### config.mk
export PLATFORM = sky130hd
export DESIGN_NAME = modbus_read_request_framer
export DESIGN_NICKNAME = d
export VERILOG_FILES = /design/src/sv/mbrf_pkg.sv /design/src/sv/modbus_read_request_framer.sv
export VERILOG_INCLUDE_DIRS = /design/src /design/src/sv
export SDC_FILE = /design/constraint.sdc
export NUM_CORES = 1
export LEC_CHECK = 0
export ABC_AREA = 1
export CORE_MARGIN = 2
export CORE_UTILIZATION = 35
export DETAILED_ROUTE_END_ITERATION = 12
export DONT_BUFFER_PORTS = 1
export MAX_ROUTING_LAYER = met4
export PLACE_DENSITY_LB_ADDON = 0.15
export SYNTH_ARGS = -nofsm -noshare
export SYNTH_HDL_FRONTEND = slang
export SYNTH_SLANG_ARGS = --single-unit
### constraint.sdc
create_clock -name clk -period 2.83 [get_ports clk]
set_input_delay 0.566 -clock clk [delete_from_list [all_inputs] [get_ports clk]]
set_output_delay 0.566 -clock clk [all_outputs]
set_load 0.02 [all_outputs]
### src/sv/modbus_read_request_framer_defines.svh
// assertion macros shared by the framer rtl
`ifndef MODBUS_READ_REQUEST_FRAMER_DEFINES_SVH
`define MODBUS_READ_REQUEST_FRAMER_DEFINES_SVH

// same-cycle implication, checked out of reset
`define MBRF_ASSERT_NOW(label, ante, cons, msg) \
  label: assert property (@(posedge clk) disable iff (!rst_n) (ante) |-> (cons)) \
    else $error(msg);

// next-cycle implication, checked out of reset
`define MBRF_ASSERT_NEXT(label, ante, cons, msg) \
  label: assert property (@(posedge clk) disable iff (!rst_n) (ante) |=> (cons)) \
    else $error(msg);

`endif

### src/sv/mbrf_pkg.sv
package mbrf_pkg;

  localparam int FRAME_LENGTH = 8;
  localparam int CRC_SPAN     = FRAME_LENGTH - 2;
  localparam int CRC_BITS     = CRC_SPAN * 8;

  localparam logic [15:0] CRC_POLY = 16'hA001;
  localparam logic [15:0] CRC_INIT = 16'hFFFF;

  localparam int CFG_IDX_W  = 2;
  localparam int CFG_DATA_W = 16;

  localparam logic [CFG_IDX_W-1:0] REG_FUNCTION_CODE  = 2'd0;
  localparam logic [CFG_IDX_W-1:0] REG_REGISTER_COUNT = 2'd1;

  localparam logic [7:0]  FUNCTION_CODE_RST  = 8'h03;
  localparam logic [15:0] REGISTER_COUNT_RST = 16'h0002;

  typedef struct packed {
    logic [7:0]  slave_address;
    logic [15:0] register_address;
  } in_t;

  typedef struct packed {
    logic [7:0] frame_slave;
    logic [7:0] frame_function;
    logic [7:0] frame_addr_high;
    logic [7:0] frame_addr_low;
    logic [7:0] frame_count_high;
    logic [7:0] frame_count_low;
    logic [7:0] frame_crc_low;
    logic [7:0] frame_crc_high;
  } out_t;

  typedef logic [CRC_BITS-1:0][15:0] crc_cols_t;

  // bit-serial crc, only ever evaluated on constants
  function automatic logic [15:0] crc_serial(input logic [15:0] seed,
                                             input logic [CRC_BITS-1:0] data);
    logic [15:0] crc;
    crc = seed;
    for (int p = 0; p < CRC_SPAN; p++) begin
      crc = crc ^ {8'h00, data[p*8 +: 8]};
      for (int b = 0; b < 8; b++) begin
        crc = crc[0] ? ((crc >> 1) ^ CRC_POLY) : (crc >> 1);
      end
    end
    return crc;
  endfunction

  // contribution of each message bit; bit 8*p+b is bit b of frame byte p
  function automatic crc_cols_t crc_columns();
    crc_cols_t cols;
    for (int k = 0; k < CRC_BITS; k++) begin
      cols[k] = crc_serial(16'h0000, CRC_BITS'(1) << k);
    end
    return cols;
  endfunction

  localparam crc_cols_t   CRC_COLS = crc_columns();
  localparam logic [15:0] CRC_SEED_TERM = crc_serial(CRC_INIT, '0);

endpackage

### src/sv/modbus_read_request_framer.sv
// channel | ports                         | handshake
// --------+-------------------------------+------------------------------------
// input   | start, busy, in_data          | beat taken when start && !busy
// result  | out_valid, out_data           | one-cycle strobe, never stalled
// config  | cfg_we, cfg_index, cfg_wdata  | write on any edge with cfg_we high
//
// one frame per cycle: busy is tied low, a new beat can enter every cycle
// from accept to out_valid a beat passes the input register, then the
// crc xor network feeding the result register
// rst_n is synchronous; it clears the valid flags and loads the register defaults
// the receiver cannot stall, so nothing holds inside the block
`include "modbus_read_request_framer_defines.svh"

module modbus_read_request_framer (
  input  logic                          clk,
  input  logic                          rst_n,
  input  logic                          start,
  output logic                          busy,
  input  mbrf_pkg::in_t                 in_data,
  output logic                          out_valid,
  output mbrf_pkg::out_t                out_data,
  input  logic                          cfg_we,
  input  logic [mbrf_pkg::CFG_IDX_W-1:0]  cfg_index,
  input  logic [mbrf_pkg::CFG_DATA_W-1:0] cfg_wdata
);
  import mbrf_pkg::*;

  logic [7:0]  func_r;
  logic [15:0] count_r;
  logic        s1_valid_r;
  in_t         s1_data_r;
  logic        out_valid_r;
  out_t        out_data_r;
  out_t        out_data_nxt;
  logic [CRC_BITS-1:0] msg;
  logic [15:0] crc;

  assign busy = 1'b0;

  always_ff @(posedge clk) begin
    if (!rst_n) begin
      func_r  <= FUNCTION_CODE_RST;
      count_r <= REGISTER_COUNT_RST;
    end else if (cfg_we) begin
      case (cfg_index)
        REG_FUNCTION_CODE:  func_r  <= cfg_wdata[7:0];
        REG_REGISTER_COUNT: count_r <= cfg_wdata;
        default: ;
      endcase
    end
  end

  always_ff @(posedge clk) begin
    if (!rst_n) begin
      s1_valid_r <= 1'b0;
    end else begin
      s1_valid_r <= start && !busy;
    end
  end

  always_ff @(posedge clk) begin
    if (start && !busy) begin
      s1_data_r <= in_data;
    end
  end

  // frame bytes 0..5, byte p in bits 8p+7..8p
  assign msg = {count_r[7:0], count_r[15:8],
                s1_data_r.register_address[7:0], s1_data_r.register_address[15:8],
                func_r, s1_data_r.slave_address};

  always_comb begin
    crc = CRC_SEED_TERM;
    for (int k = 0; k < CRC_BITS; k++) begin
      if (msg[k]) begin
        crc = crc ^ CRC_COLS[k];
      end
    end
  end

  always_comb begin
    out_data_nxt.frame_slave      = s1_data_r.slave_address;
    out_data_nxt.frame_function   = func_r;
    out_data_nxt.frame_addr_high  = s1_data_r.register_address[15:8];
    out_data_nxt.frame_addr_low   = s1_data_r.register_address[7:0];
    out_data_nxt.frame_count_high = count_r[15:8];
    out_data_nxt.frame_count_low  = count_r[7:0];
    out_data_nxt.frame_crc_low    = crc[7:0];
    out_data_nxt.frame_crc_high   = crc[15:8];
  end

  always_ff @(posedge clk) begin
    if (!rst_n) begin
      out_valid_r <= 1'b0;
    end else begin
      out_valid_r <= s1_valid_r;
    end
  end

  always_ff @(posedge clk) begin
    if (s1_valid_r) begin
      out_data_r <= out_data_nxt;
    end
  end

  assign out_valid = out_valid_r;
  assign out_data  = out_data_r;

  `MBRF_ASSERT_NEXT(a_accept_to_stage, start && !busy, s1_valid_r, "accepted beat lost")
  `MBRF_ASSERT_NEXT(a_stage_to_out, s1_valid_r, out_valid_r, "staged beat not strobed")
  `MBRF_ASSERT_NOW(a_no_phantom, out_valid_r, $past(s1_valid_r), "strobe without staged beat")
  `MBRF_ASSERT_NEXT(a_addr_carried, s1_valid_r,
    out_data_r.frame_addr_high == $past(s1_data_r.register_address[15:8]),
    "address high byte mismatch")

endmodule

# Word-level counts from Yosys, hierarchy flattened
# Index checks and enable logic that the tools add are counted.
[classes]
bitwise = 47
n_eq_ne = 1
mux = 48
n_reduce_logical = 3
[op_table]
columns = ["operator", "count"]
rows = [
  ["2-to-1 mux 16 bit", 43],
  ["NOT 5 bit", 27],
  ["NOT 7 bit", 10],
  ["2-to-1 mux 15 bit", 4],
  ["NOT 3 bit", 10],
  ["2-to-1 mux 14 bit", 1],
  ["AND reduction 2 bit", 2],
  ["equality test 2 x 1 -> 1 bit (second input constant)", 1],
  ["zero test 2 bit", 1],
]
[word_totals]
regBits = 114
inputBits = 46
wordCells = 113
out_inout_bits = 66

# Depth between registers and ports, before layout
# Gate-level depths: netlist of the first run.
[logic_depth]
depth_word = 95
depth_mapped = 18
ltp_nobuf = 17

# Worst setup path before layout of the first run
# OpenSTA, ideal clock, no wires.
[synth_timing]
path_type = "reg2reg"
from = "register s1_valid_r"
to = "register out_data_r, in the netlist out_data[0] (enable)"
setup_ns = 0.428
slack_ns = 0.717
required_ns = 2.402
n_path_buf = 0
arrival_time_ns = 1.686
synth_period_minus_slack_ns = 2.113
path_stages_with_launch = 1
path_cell_list = "dfxtp_1"
[synth_rtl]
columns = ["element", "line", "source"]
rows = [
  ["start, declared", "modbus_read_request_framer.sv:30", "logic s1_valid_r;"],
  ["start signal, assigned", "modbus_read_request_framer.sv:57", "s1_valid_r <= start && !busy;"],
  ["end signal, assigned", "modbus_read_request_framer.sv:102", "out_data_r <= out_data_nxt;"],
  ["end, declared", "modbus_read_request_framer.sv:33", "out_t out_data_r;"],
]
# No word-level cell between the ends.

# Worst setup path after layout of the first run
[layout_timing]
from = "register s1_data_r, in the netlist msg[28]"
to = "register out_data_r, in the netlist out_data[6], data pin"
[layout_via]
elab_chain_len = 37
[layout_rtl]
columns = ["element", "line", "source"]
rows = [
  ["start, declared", "modbus_read_request_framer.sv:31", "in_t s1_data_r;"],
  ["start signal, assigned", "modbus_read_request_framer.sv:63", "s1_data_r <= in_data;"],
  ["2-to-1 mux 16 bit *", "modbus_read_request_framer.sv:75", "if (msg[k]) begin"],
  ["NOT 5 bit (no line)", "-", ""],
  ["2-to-1 mux 16 bit *", "modbus_read_request_framer.sv:75", ""],
  ["NOT 5 bit (no line)", "-", ""],
  ["2-to-1 mux 16 bit *", "modbus_read_request_framer.sv:75", ""],
  ["NOT 5 bit (no line)", "-", ""],
  ["2-to-1 mux 16 bit * (2 in a row)", "modbus_read_request_framer.sv:75", ""],
  ["NOT 3 bit (no line)", "-", ""],
  ["[... 20 more ...]", "-", ""],
  ["2-to-1 mux 16 bit *", "modbus_read_request_framer.sv:75", ""],
  ["NOT 5 bit (no line)", "-", ""],
  ["2-to-1 mux 16 bit *", "modbus_read_request_framer.sv:75", ""],
  ["NOT 5 bit (no line)", "-", ""],
  ["2-to-1 mux 16 bit *", "modbus_read_request_framer.sv:75", ""],
  ["NOT 5 bit (no line)", "-", ""],
  ["2-to-1 mux 16 bit * (2 in a row)", "modbus_read_request_framer.sv:75", ""],
  ["net crc[14]", "modbus_read_request_framer.sv:36", "logic [15:0] crc;"],
]
# Mark *: on every way through the listed nets, which the timed path passes. The rest lies on a longest branch.
# A chain may end at the register's enable or synchronous reset.

==> results of run 1 <==
-- layer usage --
metal | vias to the layer above | GRT usage | wire (um)
met2 | 115 | 0.263 | 6710
met1 | 1842 | 0.217 | 6670
met3 | 20 | 0.0635 | 976
met5 | - | - | 0
met4 | 0 | 0.0614 | 232
li1 | 1998 | - | -
-- cells in the mapped netlist (2+ instances only) --
cell type  count  share of area
nor2_1        16          0.010
o21ai_0       22          0.019
edfxtp_1      88           0.44
buf_4          2         0.0025
xnor2_2        2         0.0055
inv_2          6         0.0038
buf_2         14          0.012
inv_1         72          0.045
nand2_2        6         0.0063
a21oi_1       18          0.015
o211ai_1       3         0.0038
xnor2_1       62          0.091
dfxtp_1       26          0.088
xor2_1        53          0.078
nand3b_1       2         0.0025
or2_1          4         0.0042
nand3_1       39          0.033
nand4_1        2         0.0021
clkbuf_1       5         0.0032
xor2_2         2         0.0055
clkbuf_2       7         0.0059
nand2_1      182           0.11
-- state kept, by name, summed over array words and instances (netlist names) --
signal / count
count_r: 16
out_valid: 1
out_data: 64
s1_valid_r: 1
msg: 24
func_r: 8
-- cells by family after synthesis --
family | synth area share
and+or+nand+nor | 0.174
xor gates and xnor gates | 0.180
DFF | 0.532
buffers and inverters | 0.0752
AOI/OAI and AO/OA | 0.0375
other | 0.000631
-- stage by stage --
stage | hold slack, ps | setup WS (ps) | area, um2
4_1_cts | 219 | 812 | 6750
2_1_floorplan | 403 | 717 | 5940
3_5_place_dp | 499 | 817 | 6090
6_report | 238 | 831 | 6750
5_1_grt | 214 | 561 | 6750
3_3_place_gp | 500 | 841 | 6090
-- report_power, final --
| group | leakage (nW) | internal [mW] | switching [mW] |
|---|---|---|---|
| Clock | 0.311 | 1.56 | 0.796 |
| Sequential | 1.05 | 2.00 | 0.267 |
| Combinational | 1.50 | 0.361 | 0.504 |
| Total | 2.86 | 3.92 | 1.57 |
-- final timing paths --
path	endpoint	from	slack (ps)
setup / recovery	out_data[6]$_DFFE_PP_	msg[28]$_DFFE_PP_	830
hold / removal	msg[26]$_DFFE_PP_	in_data[2]	240
setup reg to reg	out_data[6]$_DFFE_PP_	msg[28]$_DFFE_PP_	830
hold reg to reg	out_data[60]$_DFFE_PP_	msg[4]$_DFFE_PP_	510
-- critical path, stage by stage, from the launching register on --
cell and delay [ps]:
edfxtp_1 590, inv_1 110, nand2_1 110, nand2_1 70, inv_1 60, nand2_1 50, nand2_1 130, inv_1 60
nand2_1 70, nand2_1 50, nand2_1 80, nand2_1 50, nand2_1 70, nand2_1 50, nand2_1 70, nand2_1 50
nand2_1 50, nand2_1 40
-- cell type report --
cell class	instances	area, um2	area share
inverter	79	297	0.0440
tap	220	275	0.0408
clock buffer	22	517	0.0766
clock inverter	10	143	0.0211
timing repair buffer	2	15.0	0.00223
multi-input combinational	415	2330	0.346
sequential	114	3170	0.469
==> impl_metrics.json, run 1 <==
{
  "outcome": "completed",
  "place_hpwl_um": 10800,
  "finalCritPeriodShare": 0.706,
  "root_buffer": "clkbuf_16",
  "arrival_ps": 2170,
  "start_util": 0.358,
  "numPortBuffers": 0,
  "crit_path_start_kind": "flip-flop",
  "nFillCells": 1643,
  "slew_violations": 0,
  "worstPathMaxFanout": 7,
  "vias": 3975,
  "relSlewSlack": 0.351,
  "syn_inst": 637,
  "hold_violations": 0,
  "clock_path_buffers": 2,
  "r2r_cells": 17,
  "grt_max_degree": 66,
  "antenna_found_initial": 0,
  "cts_tree": "yes",
  "place_inst": 830,
  "synth_top_flop_cell": "edfxtp_1",
  "io-pin-count": 112,
  "grt_usage": 0.175,
  "rsz0062_at_grt": "no",
  "final_cell_mix": "182 x nand2_1, 88 x edfxtp_1, 72 x inv_1, 62 x xnor2_1, 53 x xor2_1",
  "setup_violations": 0,
  "leakagePower_nw": 2.86,
  "cts_resized": 0,
  "postCtsHoldBufs": 0,
  "drtIter0Drc": 307,
  "synthDistinctLibCells": 26,
  "grt_pass1_wl_um": 22200,
  "fp.dieH_um": 134,
  "core-area_um2": 16600,
  "tns_ps": 0,
  "fmax_mhz": 500,
  "fin_crit_ps": 2000,
  "final_antenna_net_count": 0,
  "nNetsFinal": 675,
  "p_total_mw": 5.49,
  "grt_pass1_vias": 3873,
  "synth_edf_count": 88,
  "layout_commonest_cell": "nand2_1",
  "first_pass_iters": 4,
  "power_density_nw_per_um2": 814,
  "final_util": 0.407,
  "skew_ps": 7.46,
  "cts_setup_buffers": 0,
  "die_x_um": 134,
  "design.die.area_um2": 18000,
  "h-tree-depth": 4,
  "critPathKind": "reg2reg",
  "wl_per_cell_um": 16.9,
  "numCtsBuffers": 17,
  "vdd_drop_max_v": 0.000417,
  "rows": 47,
  "cts.sinks": 114,
  "grt-ovfl-total": 0,
  "clk_pin_slew_worst_paths_ps": 60,
  "routed_wl_um": 14600,
  "critPathRequiredTime_ps": 3010,
  "hp-class": "in2reg",
  "drive_above_1_share": 0.0794,
  "drc": 0,
  "area_growth_pct": 13.5,
  "maxCapViolCount": 0,
  "min_path_cells": 0,
  "async_flop_share": 0,
  "final_cell_count_no_fill": 862,
  "n_antenna_cell": 0,
  "syn_area_um2": 5940,
  "endpoint_kind": "flip-flop",
  "ys_seq_area_frac": 0.532,
  "gp_congestion": 0.896,
  "synth-warning-count": 0,
  "synth_area_per_cell_um2": 9.33,
  "via_per_inst": 4.61,
  "syn_nets": 683,
  "ys_seq_elements": 114,
  "insertion_delay_ps": 420,
  "worst_pin_slew_ps": 972
}
(Power assumes the default switching activity.)
==> run 2: changes to the inputs <==
Clock period 2.83 ns to 1.9 ns, I/O delays scaled along.
==> run 2 against run 1 <==
Effect of this change:
- sequential share of layout area shrank 3.4 points
- critical path type unchanged
- global-route usage rose by 1.0 points
- critical endpoint unchanged
- register-to-register slack lost 810 ps
- utilization grew 3.2 points
==> impl_metrics.json, run 2 (same netlist as run 1, synthesis figures left out) <==
{
  "nFillCells": 1624,
  "outcome": "completed",
  "layout_commonest_cell": "nand2_1",
  "wl_per_cell_um": 16.8,
  "fp.dieH_um": 134,
  "drc": 0,
  "rows": 47,
  "worstPathMaxFanout": 6,
  "io-pin-count": 112,
  "final_util": 0.439,
  "place_hpwl_um": 11500,
  "cts_tree": "yes",
  "final_area_um2": 7280,
  "p_total_mw": 8.22,
  "grt_pass1_wl_um": 23700,
  "routed_wl_um": 15600,
  "rsz0062_at_grt": "yes",
  "first_pass_iters": 4,
  "via_per_inst": 4.56,
  "h-tree-depth": 4,
  "power_density_nw_per_um2": 1130,
  "maxCapViolCount": 0,
  "root_buffer": "clkbuf_16",
  "start_util": 0.358,
  "endpoint_kind": "flip-flop",
  "leakagePower_nw": 3.19,
  "ff_latch_area_um2": 3170,
  "grt_pass1_vias": 4286,
  "hp-class": "in2reg",
  "hold_violations": 0,
  "numPortBuffers": 0,
  "whs_ps": 56.2,
  "fmax_mhz": 533,
  "slew_violations": 0,
  "setup_violations": 0,
  "core-area_um2": 16600,
  "finalCritPeriodShare": 0.988,
  "critPathRequiredTime_ps": 2070,
  "design.die.area_um2": 18000,
  "crit_path_start_kind": "flip-flop",
  "final_cell_count_no_fill": 930,
  "skew_ps": 10.2,
  "final_cell_mix": "172 x nand2_1, 88 x edfxtp_1, 68 x buf_4, 66 x inv_1, 60 x xnor2_1",
  "placed_area_um2": 6440,
  "arrival_ps": 2040,
  "vias": 4242,
  "die_x_um": 134,
  "cts.sinks": 114,
  "gp_congestion": 0.830,
  "drtIter0Drc": 184,
  "nNetsFinal": 742,
  "clock_path_buffers": 2,
  "critPathKind": "reg2reg",
  "place_inst": 878,
  "final_antenna_net_count": 0,
  "antenna_found_initial": 1,
  "fin_crit_ps": 1880,
  "insertion_delay_ps": 420,
  "drive_above_1_share": 0.205,
  "multi_input_area_um2": 2400,
  "grt-ovfl-total": 0,
  "numCtsBuffers": 17,
  "area_growth_pct": 22.6,
  "clk_pin_slew_worst_paths_ps": 60,
  "largest_reg_flops": 64,
  "vdd_drop_max_v": 0.000625,
  "grt_usage": 0.185,
  "grt_max_degree": 37
}
run 2: cell count changes in the layout (fill, tap and decap cells not counted), sizes merged:
cell      delta
buf         +67
inv          -1
diode        +1
bufinv       +1
clkinv       +2
clkinvlp     -2
run 2: final timing paths:
check	startpoint	end	slack, ps	cells after the start
min reg2reg	count_r[15]$_SDFFE_PN0P_	out_data[31]$_DFFE_PP_	470	0
max reg2reg	msg[24]$_DFFE_PP_	out_data[6]$_DFFE_PP_	20	14
min	in_data[4]	msg[28]$_DFFE_PP_	60	0
max	msg[24]$_DFFE_PP_	out_data[6]$_DFFE_PP_	20	14
run 2: worst max-delay path, cell delays in order (launching register included):
cell and delay (ps):
edfxtp_1 570, xnor2_1 240, nand2_1 70, nand2_1 80
inv_1 40, nand2_1 70, nand2_1 60, nand2_1 80
nand2_1 50, nand2_1 80, nand2_1 60, nand2_1 70
nand2_1 50, nand2_1 50, nand2_1 50
run 2: through the flow:
stage | setup WS (ps) | TNS (ps)
floorplan | 225 | 0
global placement | -103 | -103
detailed placement | -101 | -101
CTS | 17.4 | 0
global route | -156 | -333
finish | 23.3 | 0
run 2: what timing repair did:
action                     CTS  global route
resized for setup            1            31
buffers inserted             2            17
setup endpoints to repair    1             3
pin swaps                    0            16
hold buffers                 0             0
run 2: area by class of cell:
type,instances,area share
multi-input cells,415,0.330
repair buffers,69,0.0716
flip-flops and latches,114,0.436
clock inverters,10,0.0218
inverters,79,0.0407
clock buffers,22,0.0624
diodes,1,0.000344
well taps,220,0.0378
run 2: report_power, final:
group          internal [mW]  switching [mW]  total [mW]
Sequential              2.98           0.317        3.30
Clock                   2.22            1.13        3.35
Combinational          0.684           0.887        1.57
Total                   5.88            2.34        8.22
run 2: per-layer routing:
metal	vias to the layer above	routed length, um	GRT usage
met4	0	229	0.0567
met5	-	0	-
li1	2121	-	-
met3	16	1060	0.0608
met1	1987	7140	0.229
met2	118	7210	0.288
